<file path="src/hw/rtl/lfp_pkg.sv">
// Shared types and constants for the lidar frame parser.
// No dependencies; every other file in hw/rtl uses this package.
`timescale 1ns / 1ps

package lfp_pkg;

  // Frame layout.
  localparam logic [7:0] HDR_BYTE  = 8'h59;
  localparam int unsigned FRAME_LEN = 9;
  localparam int unsigned POS_W     = 4;

  // Configuration register file.
  localparam int unsigned CFG_IDX_W  = 3;
  localparam int unsigned CFG_DATA_W = 16;

  typedef enum logic [CFG_IDX_W-1:0] {
    CFG_OFFSET     = 3'd0,
    CFG_MIN_DIST   = 3'd1,
    CFG_MAX_DIST   = 3'd2,
    CFG_MIN_STR    = 3'd3,
    CFG_STALE_LIM  = 3'd4
  } cfg_idx_e;

  localparam logic [9:0]  RST_OFFSET_CM    = 10'd0;
  localparam logic [15:0] RST_MIN_DIST_CM  = 16'd20;
  localparam logic [15:0] RST_MAX_DIST_CM  = 16'd800;
  localparam logic [15:0] RST_MIN_STRENGTH = 16'd100;
  localparam logic [15:0] RST_STALE_LIM_MS = 16'd2000;

  typedef struct packed {
    logic [9:0]  offset_cm;
    logic [15:0] min_distance_cm;
    logic [15:0] max_distance_cm;
    logic [15:0] min_strength;
    logic [15:0] stale_limit_ms;
  } cfg_t;

  // Item kinds.
  typedef enum logic {
    OP_BYTE = 1'b0,
    OP_TICK = 1'b1
  } opcode_e;

  // Per-frame outcome reported with every result.
  typedef enum logic [1:0] {
    STS_NONE     = 2'd0,
    STS_ACCEPT   = 2'd1,
    STS_CSUM_ERR = 2'd2,
    STS_RANGE    = 2'd3
  } status_e;

  typedef struct packed {
    opcode_e    opcode;
    logic [7:0] rx_byte;
  } item_t;

  typedef struct packed {
    logic [15:0] range_cm;
    logic [15:0] strength;
    logic        reading_valid;
    status_e     frame_status;
  } result_t;

endpackage

</file>
<file path="src/hw/rtl/lfp_intf.sv">
// Valid/ready channel interfaces for the lidar frame parser ports.
// Depends on lfp_pkg for field widths.
`timescale 1ns / 1ps

// Input channel: one received byte or one millisecond tick per beat.
interface lfp_in_if;
  logic       valid;
  logic       ready;
  logic       opcode;
  logic [7:0] rx_byte;

  modport source (output valid, output opcode, output rx_byte, input ready);
  modport sink   (input valid, input opcode, input rx_byte, output ready);
endinterface

// Output channel: one result per input beat.
interface lfp_out_if;
  logic        valid;
  logic        ready;
  logic [15:0] range_cm;
  logic [15:0] strength;
  logic        reading_valid;
  logic [1:0]  frame_status;

  modport source (output valid, output range_cm, output strength,
                  output reading_valid, output frame_status, input ready);
  modport sink   (input valid, input range_cm, input strength,
                  input reading_valid, input frame_status, output ready);
endinterface

// Configuration write channel.
interface lfp_cfg_if;
  logic                             valid;
  logic                             ready;
  logic [lfp_pkg::CFG_IDX_W-1:0]    index;
  logic [lfp_pkg::CFG_DATA_W-1:0]   data;

  modport source (output valid, output index, output data, input ready);
  modport sink   (input valid, input index, input data, output ready);
endinterface

</file>
<file path="src/hw/rtl/lfp_cfg_regs.sv">
// Configuration register file of the lidar frame parser.
// Depends on lfp_pkg and the lfp_cfg_if interface.
`timescale 1ns / 1ps

module lfp_cfg_regs (
  input  logic           clk_i,
  input  logic           rst_ni,
  lfp_cfg_if.sink        cfg_i,
  output lfp_pkg::cfg_t  cfg_o
);

  lfp_pkg::cfg_t cfg_q;
  lfp_pkg::cfg_t cfg_d;

  // Writes are always taken; unknown indexes are dropped.
  assign cfg_i.ready = 1'b1;

  always_comb begin
    cfg_d = cfg_q;
    if (cfg_i.valid) begin
      case (cfg_i.index)
        lfp_pkg::CFG_OFFSET:    cfg_d.offset_cm       = cfg_i.data[9:0];
        lfp_pkg::CFG_MIN_DIST:  cfg_d.min_distance_cm = cfg_i.data;
        lfp_pkg::CFG_MAX_DIST:  cfg_d.max_distance_cm = cfg_i.data;
        lfp_pkg::CFG_MIN_STR:   cfg_d.min_strength    = cfg_i.data;
        lfp_pkg::CFG_STALE_LIM: cfg_d.stale_limit_ms  = cfg_i.data;
        default: ;
      endcase
    end
  end

  always_ff @(posedge clk_i or negedge rst_ni) begin
    if (!rst_ni) begin
      cfg_q.offset_cm       <= lfp_pkg::RST_OFFSET_CM;
      cfg_q.min_distance_cm <= lfp_pkg::RST_MIN_DIST_CM;
      cfg_q.max_distance_cm <= lfp_pkg::RST_MAX_DIST_CM;
      cfg_q.min_strength    <= lfp_pkg::RST_MIN_STRENGTH;
      cfg_q.stale_limit_ms  <= lfp_pkg::RST_STALE_LIM_MS;
    end else begin
      cfg_q <= cfg_d;
    end
  end

  assign cfg_o = cfg_q;

endmodule

</file>
<file path="src/hw/rtl/lfp_parser.sv">
// Frame parser state and its combinational next-state update for one registered item.
// Depends on lfp_pkg.
`timescale 1ns / 1ps

module lfp_parser (
  input  logic              clk_i,
  input  logic              rst_ni,
  input  logic              adv_i,
  input  lfp_pkg::item_t    item_i,
  input  lfp_pkg::cfg_t     cfg_i,
  output lfp_pkg::result_t  result_o
);

  localparam int unsigned PW = lfp_pkg::POS_W;

  // Byte positions within a frame.
  localparam logic [PW-1:0] POS_HUNT   = PW'(0);
  localparam logic [PW-1:0] POS_HDR2   = PW'(1);
  localparam logic [PW-1:0] POS_DIST_L = PW'(2);
  localparam logic [PW-1:0] POS_DIST_H = PW'(3);
  localparam logic [PW-1:0] POS_STR_L  = PW'(4);
  localparam logic [PW-1:0] POS_STR_H  = PW'(5);
  localparam logic [PW-1:0] POS_LAST_D = PW'(lfp_pkg::FRAME_LEN - 2);

  logic [PW-1:0] pos_q, pos_d;
  logic [7:0]    sum_q, sum_d;
  logic [15:0]   raw_dist_q, raw_dist_d;
  logic [15:0]   raw_str_q, raw_str_d;
  logic [15:0]   kept_dist_q, kept_dist_d;
  logic [15:0]   kept_str_q, kept_str_d;
  logic          valid_q, valid_d;
  logic [15:0]   elapsed_q, elapsed_d;
  lfp_pkg::status_e status;

  logic [15:0] offset_ext;
  logic [15:0] adj_dist;
  logic [7:0]  b;
  logic        in_range;

  assign b          = item_i.rx_byte;
  assign offset_ext = {6'd0, cfg_i.offset_cm};

  // Offset removal with a floor at zero, then the acceptance window.
  assign adj_dist = (raw_dist_q > offset_ext) ? (raw_dist_q - offset_ext) : 16'd0;
  assign in_range = (adj_dist >= cfg_i.min_distance_cm) &&
                    (adj_dist <= cfg_i.max_distance_cm) &&
                    (raw_str_q > cfg_i.min_strength);

  // Next-state logic for one item.
  always_comb begin
    pos_d       = pos_q;
    sum_d       = sum_q;
    raw_dist_d  = raw_dist_q;
    raw_str_d   = raw_str_q;
    kept_dist_d = kept_dist_q;
    kept_str_d  = kept_str_q;
    valid_d     = valid_q;
    elapsed_d   = elapsed_q;
    status      = lfp_pkg::STS_NONE;

    if (item_i.opcode == lfp_pkg::OP_TICK) begin
      // Saturating age counter; staleness is tested after the increment.
      if (elapsed_q != 16'hFFFF) begin
        elapsed_d = elapsed_q + 16'd1;
      end
      if (elapsed_d > cfg_i.stale_limit_ms) begin
        valid_d = 1'b0;
      end
    end else begin
      case (pos_q) inside
        POS_HUNT: begin
          if (b == lfp_pkg::HDR_BYTE) begin
            sum_d = b;
            pos_d = POS_HDR2;
          end
        end
        POS_HDR2: begin
          // A false start drops this byte and goes back to hunting.
          if (b == lfp_pkg::HDR_BYTE) begin
            sum_d = sum_q + b;
            pos_d = POS_DIST_L;
          end else begin
            pos_d = POS_HUNT;
          end
        end
        [POS_DIST_L:POS_LAST_D]: begin
          sum_d = sum_q + b;
          pos_d = pos_q + PW'(1);
          case (pos_q)
            POS_DIST_L: raw_dist_d[7:0]  = b;
            POS_DIST_H: raw_dist_d[15:8] = b;
            POS_STR_L:  raw_str_d[7:0]   = b;
            POS_STR_H:  raw_str_d[15:8]  = b;
            default: ;
          endcase
        end
        default: begin
          // Checksum byte closes the frame.
          pos_d = POS_HUNT;
          if (b != sum_q) begin
            status = lfp_pkg::STS_CSUM_ERR;
          end else if (in_range) begin
            kept_dist_d = adj_dist;
            kept_str_d  = raw_str_q;
            valid_d     = 1'b1;
            elapsed_d   = 16'd0;
            status      = lfp_pkg::STS_ACCEPT;
          end else begin
            status = lfp_pkg::STS_RANGE;
          end
        end
      endcase
    end
  end

  always_ff @(posedge clk_i or negedge rst_ni) begin
    if (!rst_ni) begin
      pos_q       <= POS_HUNT;
      sum_q       <= 8'd0;
      raw_dist_q  <= 16'd0;
      raw_str_q   <= 16'd0;
      kept_dist_q <= 16'd0;
      kept_str_q  <= 16'd0;
      valid_q     <= 1'b0;
      elapsed_q   <= 16'd0;
    end else if (adv_i) begin
      pos_q       <= pos_d;
      sum_q       <= sum_d;
      raw_dist_q  <= raw_dist_d;
      raw_str_q   <= raw_str_d;
      kept_dist_q <= kept_dist_d;
      kept_str_q  <= kept_str_d;
      valid_q     <= valid_d;
      elapsed_q   <= elapsed_d;
    end
  end

  // Result reflects the state after this item.
  assign result_o.range_cm      = kept_dist_d;
  assign result_o.strength      = kept_str_d;
  assign result_o.reading_valid = valid_d;
  assign result_o.frame_status  = status;

endmodule

</file>
<file path="src/hw/rtl/lidar_frame_parser.sv">
// Top level of the lidar frame parser: input register, parser, result register.
// Depends on lfp_pkg, lfp_intf, lfp_cfg_regs and lfp_parser.
//
//   port    dir  beat contents
//   in_i    in   opcode (byte / ms tick), rx_byte
//   out_o   out  range_cm, strength, reading_valid, frame_status
//   cfg_i   in   index, data (register write)
//
// One beat in, one beat out; a new beat is taken every cycle while in_i.ready is high.
// The input register feeds the parser update, which is registered into the result register.
// Reset is asynchronous and active low; it clears the parser state and loads register defaults.
// A stalled output holds the result register; the input register fills behind it,
// and in_i.ready drops only when both are full.
`timescale 1ns / 1ps

module lidar_frame_parser (
  input  logic      clk_i,
  input  logic      rst_ni,
  lfp_in_if.sink    in_i,
  lfp_out_if.source out_o,
  lfp_cfg_if.sink   cfg_i
);

  lfp_pkg::cfg_t    cfg;
  lfp_pkg::item_t   s1_item_q;
  logic             s1_valid_q;
  lfp_pkg::result_t res_next;
  lfp_pkg::result_t res_q;
  logic             out_valid_q;
  logic             s2_ready;
  logic             s1_adv;
  logic             in_ready;

  lfp_cfg_regs u_cfg (
    .clk_i  (clk_i),
    .rst_ni (rst_ni),
    .cfg_i  (cfg_i),
    .cfg_o  (cfg)
  );

  // Pipeline flow control.
  assign s2_ready   = !out_valid_q || out_o.ready;
  assign s1_adv     = s1_valid_q && s2_ready;
  assign in_ready   = !s1_valid_q || s2_ready;
  assign in_i.ready = in_ready;

  // Input register.
  always_ff @(posedge clk_i or negedge rst_ni) begin
    if (!rst_ni) begin
      s1_valid_q <= 1'b0;
    end else if (in_ready) begin
      s1_valid_q <= in_i.valid;
    end
  end

  always_ff @(posedge clk_i) begin
    if (in_ready && in_i.valid) begin
      s1_item_q.opcode  <= lfp_pkg::opcode_e'(in_i.opcode);
      s1_item_q.rx_byte <= in_i.rx_byte;
    end
  end

  lfp_parser u_parser (
    .clk_i    (clk_i),
    .rst_ni   (rst_ni),
    .adv_i    (s1_adv),
    .item_i   (s1_item_q),
    .cfg_i    (cfg),
    .result_o (res_next)
  );

  // Result register.
  always_ff @(posedge clk_i or negedge rst_ni) begin
    if (!rst_ni) begin
      out_valid_q <= 1'b0;
    end else if (s2_ready) begin
      out_valid_q <= s1_valid_q;
    end
  end

  always_ff @(posedge clk_i) begin
    if (s1_adv) begin
      res_q <= res_next;
    end
  end

  assign out_o.valid         = out_valid_q;
  assign out_o.range_cm      = res_q.range_cm;
  assign out_o.strength      = res_q.strength;
  assign out_o.reading_valid = res_q.reading_valid;
  assign out_o.frame_status  = res_q.frame_status;

  // An accepted frame always reports a live reading.
  a_accept_valid: assert property (@(posedge clk_i) disable iff (!rst_ni)
    out_valid_q && (res_q.frame_status == lfp_pkg::STS_ACCEPT) |-> res_q.reading_valid)
    else $error("accepted frame without reading_valid");

  // A held input beat keeps its contents while the result side is stalled.
  a_s1_hold: assert property (@(posedge clk_i) disable iff (!rst_ni)
    s1_valid_q && !s2_ready |=> s1_valid_q && $stable(s1_item_q))
    else $error("input register changed while stalled");

  // With an empty result register the block always takes input.
  a_ready_when_empty: assert property (@(posedge clk_i) disable iff (!rst_ni)
    !out_valid_q |-> in_ready)
    else $error("input stalled with empty result register");

endmodule
</file>
<file path="src/flat_wrapper.sv">
// flat-port wrapper written by rule: the top's interface ports become plain ports
module lidar_frame_parser_flat 
  (clk_i, rst_ni, in_i_valid, in_i_opcode, in_i_rx_byte, in_i_ready, out_o_valid, out_o_range_cm, out_o_strength, out_o_reading_valid, out_o_frame_status, out_o_ready, cfg_i_valid, cfg_i_index, cfg_i_data, cfg_i_ready);
  lfp_in_if in_i_i ();
  lfp_out_if out_o_i ();
  lfp_cfg_if cfg_i_i ();
  input  logic clk_i;
  input  logic rst_ni;
  input wire logic [$bits(in_i_i.valid)-1:0] in_i_valid;
  input wire logic [$bits(in_i_i.opcode)-1:0] in_i_opcode;
  input wire logic [$bits(in_i_i.rx_byte)-1:0] in_i_rx_byte;
  output wire logic [$bits(in_i_i.ready)-1:0] in_i_ready;
  output wire logic [$bits(out_o_i.valid)-1:0] out_o_valid;
  output wire logic [$bits(out_o_i.range_cm)-1:0] out_o_range_cm;
  output wire logic [$bits(out_o_i.strength)-1:0] out_o_strength;
  output wire logic [$bits(out_o_i.reading_valid)-1:0] out_o_reading_valid;
  output wire logic [$bits(out_o_i.frame_status)-1:0] out_o_frame_status;
  input wire logic [$bits(out_o_i.ready)-1:0] out_o_ready;
  input wire logic [$bits(cfg_i_i.valid)-1:0] cfg_i_valid;
  input wire logic [$bits(cfg_i_i.index)-1:0] cfg_i_index;
  input wire logic [$bits(cfg_i_i.data)-1:0] cfg_i_data;
  output wire logic [$bits(cfg_i_i.ready)-1:0] cfg_i_ready;
  assign in_i_i.valid = in_i_valid;
  assign in_i_i.opcode = in_i_opcode;
  assign in_i_i.rx_byte = in_i_rx_byte;
  assign in_i_ready = in_i_i.ready;
  assign out_o_valid = out_o_i.valid;
  assign out_o_range_cm = out_o_i.range_cm;
  assign out_o_strength = out_o_i.strength;
  assign out_o_reading_valid = out_o_i.reading_valid;
  assign out_o_frame_status = out_o_i.frame_status;
  assign out_o_i.ready = out_o_ready;
  assign cfg_i_i.valid = cfg_i_valid;
  assign cfg_i_i.index = cfg_i_index;
  assign cfg_i_i.data = cfg_i_data;
  assign cfg_i_ready = cfg_i_i.ready;
  lidar_frame_parser u_core (.clk_i(clk_i), .rst_ni(rst_ni), .in_i(in_i_i), .out_o(out_o_i), .cfg_i(cfg_i_i));
endmodule
</file>
<file path="config.mk">
export PLATFORM = sky130hd
export DESIGN_NAME = lidar_frame_parser_flat
export DESIGN_NICKNAME = d
export VERILOG_FILES = /design/src/hw/rtl/lfp_pkg.sv /design/src/hw/rtl/lfp_intf.sv /design/src/hw/rtl/lfp_cfg_regs.sv /design/src/hw/rtl/lfp_parser.sv /design/src/hw/rtl/lidar_frame_parser.sv /design/src/flat_wrapper.sv
export SDC_FILE = /design/constraint.sdc
export NUM_CORES = 1
export LEC_CHECK = 0
export BUFFER_PORTS_ARGS = -buffer_cell sky130_fd_sc_hd__buf_2
export CAP_MARGIN = 20
export CORE_UTILIZATION = 30
export DETAILED_ROUTE_END_ITERATION = 8
export PLACE_DENSITY_LB_ADDON = 0.3
export SLEW_MARGIN = 10
export SYNTH_ARGS = -nofsm -noshare
export SYNTH_HDL_FRONTEND = slang
export SYNTH_HIERARCHICAL = 1
export SYNTH_SLANG_ARGS = --single-unit
export TNS_END_PERCENT = 1
</file>
<file path="constraint.sdc">
create_clock -name clk_i -period 5.48 [get_ports clk_i]
set_input_delay 1.096 -clock clk_i [delete_from_list [all_inputs] [get_ports clk_i]]
set_output_delay 1.096 -clock clk_i [all_outputs]
set_load 0.05 [all_outputs]
</file>
### Word-level counts from Yosys, hierarchy flattened

Index checks and enable logic that the tools add are counted.

* bits in registers: 213
* bits of input ports: 33
* output and inout port bits: 38
* word-level logic and storage cells: 123

* $add $sub $neg: 4
* order comparisons: 7
* eq/ne operators: 18
* mux-type cells: 40
* bitwise logic cells: 3
* reduce and logical (&&, ||, !) cells: 27

Operators by type and width (number)
* $mux 16: 21
* $mux 8: 5
* $gt 16x16->1: 2
* $reduce_and 6->1: 5
* $add 16x1->16 const B: 1
* $ge 16x16->1: 1
* $gt 16x10->1: 1
* $le 16x16->1: 1
* $mux 4: 4
* $ne 16x16->1 const B: 1
* $sub 16x10->16: 1
* $ne 2x1->1 const B: 5
* $reduce_and 2->1: 5
* $add 8x8->8: 1
* $eq 4x2->1 const B: 2
* $eq 4x3->1 const B: 2
* $eq 8x7->1 const B: 1
* $ne 8x8->1: 1
* $mux 1: 7
* $eq 3x2->1 const B: 2
* $mux 2: 3
* $logic_and 1x1->1: 5
* $reduce_and 5->1: 1
* $reduce_or 5->1: 1
* 16 further kinds: 20

### Depth between registers and ports, before layout

* depth after elaboration: 11
* gate-level depth with buffers: 21
* gate-level depth less buffers: 18

### Cells and area by module

Netlist, hierarchy kept.

By module, submodules not included
* lfp_parser: instances 1, cells each 770, area each 7211.9 um^2, seq. area each 2327.2 um^2
* lfp_cfg_regs: instances 1, cells each 163, area each 2992.9 um^2, seq. area each 1869.3 um^2
* lidar_frame_parser: instances 1, cells each 52, area each 1425.1 um^2, seq. area each 1371.3 um^2

### Worst setup path before layout

Ideal clock, no wire load.

* kind: flip-flop to flip-flop
* from: reg u_core.u_parser.raw_dist_q[0]
* to: reg u_core.res_q (netlist bit u_core/out_o.range_cm[11]) (data pin)
* library setup time: 260 ps
* arrival time: 4033 ps
* required time: 5220 ps
* setup slack: 1187 ps
* stages on the path, launching flop included: 20
* buffers on the path: 1
* period minus slack after synthesis: 4293 ps
* cells stage by stage: dfrtp_1 -> inv_1 -> ha_1 -> inv_1 -> fa_1 -> a211oi_1 -> o21ai_1 -> a21oi_1 -> o21ai_0 -> or4_1 -> a21oi_1 -> ha_1 -> and4_1 -> o311a_1 -> a211oi_1 -> o21ai_1 -> nand4_4 -> nor3_2 -> buf_4 -> mux2_2

RTL lines
* start: declaration: line lfp_parser.sv:27 `logic [15:0] raw_dist_q, raw_dist_d;`
* start signal: assignment: line lfp_parser.sv:129 `raw_dist_q <= raw_dist_d;`
* end signal: assignment: line lidar_frame_parser.sv:83 `res_q <= res_next;`
* end: declaration: line lidar_frame_parser.sv:28 `lfp_pkg::result_t res_q;`

==> results.md <==
- Status: finished clean
- Final count of pins violating max slew: 0
- WP depth: 19
- Total CTS buffers: 25
- Final setup fails: 0
- Clock Skew: 0.0250 ns
- Die Ht: a little under 200 um
- Initial antenna violation count: 2
- Global placement routability congestion: 0.826
- Worst EP required: 5.74 ns
- Yosys warns: 6
- EDFF count, synth: 44
- Power Density: roughly 430 nW/um^2
- Synthesized area: between 10000 and 15000 um^2
- Hold Path End: u_core/u_parser/kept_dist_q[10]
- Sequential cell area fraction in the yosys report: 47.9%
- RSZ-0062 raised after global routing: false
- Leak: ~6 nW
- Launch point of the worst reg-to-reg path: u_core/u_parser/raw_dist_q[0]
- Max stage delay on crit path: 0.53 ns
- IO buf count: 69
- First-pass DRT Iterations: 4
- Min Hold Slack: approximately 0.48 ns
- Measured slew at the worst slew-check pin: 1.04 ns
- Count leader, synth: dfrtp_1
- Final-stage net count: 1185
- FMAX: 196 MHz
- R2r worst-path depth: 19
- Setup Crit Path Kind: flip-flop to flip-flop
- Starting Density: 30.7%
- DRC: 0
- DR iter-0 viols: 307
- Top cells by count, synth: 155 x dfrtp_1, 116 x mux2_2, 89 x inv_1
- Final worst setup slack: 0.389 ns
- Vias: ~7700
- HP Class: flip-flop to flip-flop
- Total grt overflow: 0
- Core footprint: 37900 um^2
- Worst skew pair latency: 0.53 ns
- Crit start category: flip-flop
- Layout cells sized above 1: 26.8%
- Row cnt: 71
- Synth Register Bits: 213
- # fillers: 3808
- Crit path cell chain: inv_1 -> ha_1 -> inv_1 -> fa_1 -> a211oi_1 -> o21ai_1 -> a31oi_1 -> o21a_1 -> or4_1 -> nand2_1 -> ha_1 -> a21oi_1 -> nand2_1 -> a31oi_1 -> a221o_1 -> nand4_4 -> nor3_4 -> buf_4 -> mux2_2
- Mapped Nets: 1106
- GRT Total Usage: 15.2%
- Worst slew margin: between 30% and 40%
- Min Tclk post-route: 5.09 ns
- Dpl hpwl: approximately 21000 um
- Worst path bufs/invs: 3
- Tot Pwr: 0.00575 W
- Vias in the first global route: a little under 8000
- Clock Tree Buf Depth: 3
- Cts hold-fix bufs: 0
- Clock Sinks: between 200 and 250
- Synth cell types: between 60 and 70
- DR WL/cell: 18.4 um
- CP Max Fanout: 19
- CTS tree: done
- Clock-pin slew on the worst setup and hold paths: 0.06 ns
- Die Span X: 199 um
- Synth Flop Type: dfrtp_1
- Post-Syn Area per Cell: 11.8 um^2
- Post-route ant nets: 0
- Synth Instances: between 900 and 1000
- R2r endpoint: u_core/out_o.strength[9]
- CP delay by family, top: compound AO/OA/AOI/OAI gates
- Max VDD drop: 187 uV
- Fraction of registers with async set/reset: 79.3%
- Post-synth top area share: 33.4%
- Die footprint: 39600 um^2
- CP arrival: 5.35 ns
- Final wirelength: 29400 um
- Worst Min Path Start: u_core/u_parser/kept_dist_q[10]
- Antenna cells: 0
- Worst path slowest cell: o21a_1
- Synth-to-Final Area Change: 13.8%
- Setup TNS: 0 ns
- Largest net degree at the start of global routing: 101
- H-Tree Depth: 1
- Area leader, netlist: dfrtp_1
- FF-to-FF setup slack: 0.39 ns
- Dpl ws: 0.412 ns
- Critical Path End Type: flip-flop
- Ranking of synthesized cells by area: dfrtp_1 33%, edfxtp_1 11%, mux2_2 11%, ha_1 9.3%, mux2_4 3.9%
- Hold path cells: 1
- Via/cell ratio: around 4.8
- Max Cap Viol: 0
- First-pass GRT wire length: 46100 um
- CTS root buf: clkbuf_16
- I/O pin cnt: 71
- Fin. Hold Viols: 0
- Post-CTS setup repair buffer count: 0
- Final worst path period share: 92.9%
- CTS resizes: 0
-- cell usage in the layout (no fill, tap or decap), types with 14 or more instances in the layout --
cell type,count
o21ai_0,39
nand2_1,42
edfxtp_1,44
mux2_4,30
nand3_1,23
dfstp_2,14
mux2_1,22
dfrtp_1,155
inv_1,89
a21oi_1,38
mux2_2,116
clkbuf_16,25
nor3_1,17
nor2_1,57
ha_1,86
buf_2,68
-- registers in the layout, summed over array words and instances (netlist names), 2 cells and up --
name,count
u_core/u_parser/pos_q,4
u_core/u_parser/sum_q,8
u_core/out_o.frame_status,2
u_core/u_parser/elapsed_q,16
u_core/s1_item_q,9
u_core/out_o.range_cm,16
u_core/u_parser/raw_str_q,16
u_core/u_parser/kept_str_q,16
u_core/out_o.strength,16
u_core/u_parser/kept_dist_q,16
u_core/u_cfg/cfg_o,74
u_core/u_parser/raw_dist_q,16
-- cell families (layout without fill, tap and decap cells) --
family          after synthesis  after routing  share of synthesized area, %
compound gates              147            147                          7.95
mux                         171            171                          17.5
flops                       213            213                          47.9
buf+inv                     116            214                          4.78
fa+ha+maj                    88             88                          9.60
other cells                   1              1                        0.0322
xor+xnor                     22             22                          1.66
simple gates                227            227                          10.6
-- how the worst max path moves through the flow --
| stage | from | to | slack [ns] |
|---|---|---|---|
| 3_5_place_dp | u_core/u_parser/raw_dist_q[0] | u_core/out_o.range_cm[10] | 0.41 |
| 6_report | u_core/u_parser/raw_dist_q[0] | u_core/out_o.strength[9] | 0.39 |
| 5_1_grt | u_core/u_parser/raw_dist_q[0] | u_core/out_o.strength[9] | 0.06 |
| 2_1_floorplan | u_core/u_parser/raw_dist_q[0] | u_core/out_o.range_cm[11] | 1.19 |
| 4_1_cts | u_core/u_parser/raw_dist_q[0] | u_core/out_o.strength[8] | 0.37 |
| 3_3_place_gp | u_core/u_parser/raw_dist_q[0] | u_core/out_o.range_cm[1] | 0.38 |
-- worst reg2reg max path, stage by stage, from the launching register on --
cell and delay, ns:
dfrtp_1 0.37, inv_1 0.05, ha_1 0.15, inv_1 0.05
fa_1 0.41, a211oi_1 0.31, o21ai_1 0.16, a31oi_1 0.24
o21a_1 0.53, or4_1 0.19, nand2_1 0.12, ha_1 0.35
a21oi_1 0.26, nand2_1 0.09, a31oi_1 0.21, a221o_1 0.25
nand4_4 0.15, nor3_4 0.15, buf_4 0.36, mux2_2 0.39
-- metal layers --
layer,track usage [%],routed length [um]
met1,20.7,13900
met2,25.2,13700
met3,2.34,1090
met4,4.02,662
met5,0,0
-- cell type report --
class | count | area (um^2) | area share, %
inverter | 89 | 334 | 2.53
multi-input combinational | 656 | 5520 | 41.7
sequential | 213 | 5570 | 42.1
tap | 511 | 639 | 4.83
clock buffer | 38 | 704 | 5.32
timing repair buffer | 79 | 427 | 3.22
clock inverter | 8 | 37.5 | 0.284
-- per-stage QoR --
stage / instance area (um^2) / instances / util, %
floorplan: 11600 / 985 / -
global placement: 12500 / 1548 / 32.9
detailed placement: 12500 / 1548 / 32.9
CTS: 13200 / 1594 / 34.9
global route: 13200 / 1594 / 34.9
finish: 13200 / 1594 / 34.9
-- power breakdown --
group / internal (W) / switching (W) / total (W)
Sequential: 0.00193 / 0.000251 / 0.00218
Clock: 0.000881 / 0.000654 / 0.00154
Combinational: 0.000869 / 0.00117 / 0.00204
Note: power is estimated with default switching activity, not from simulation.
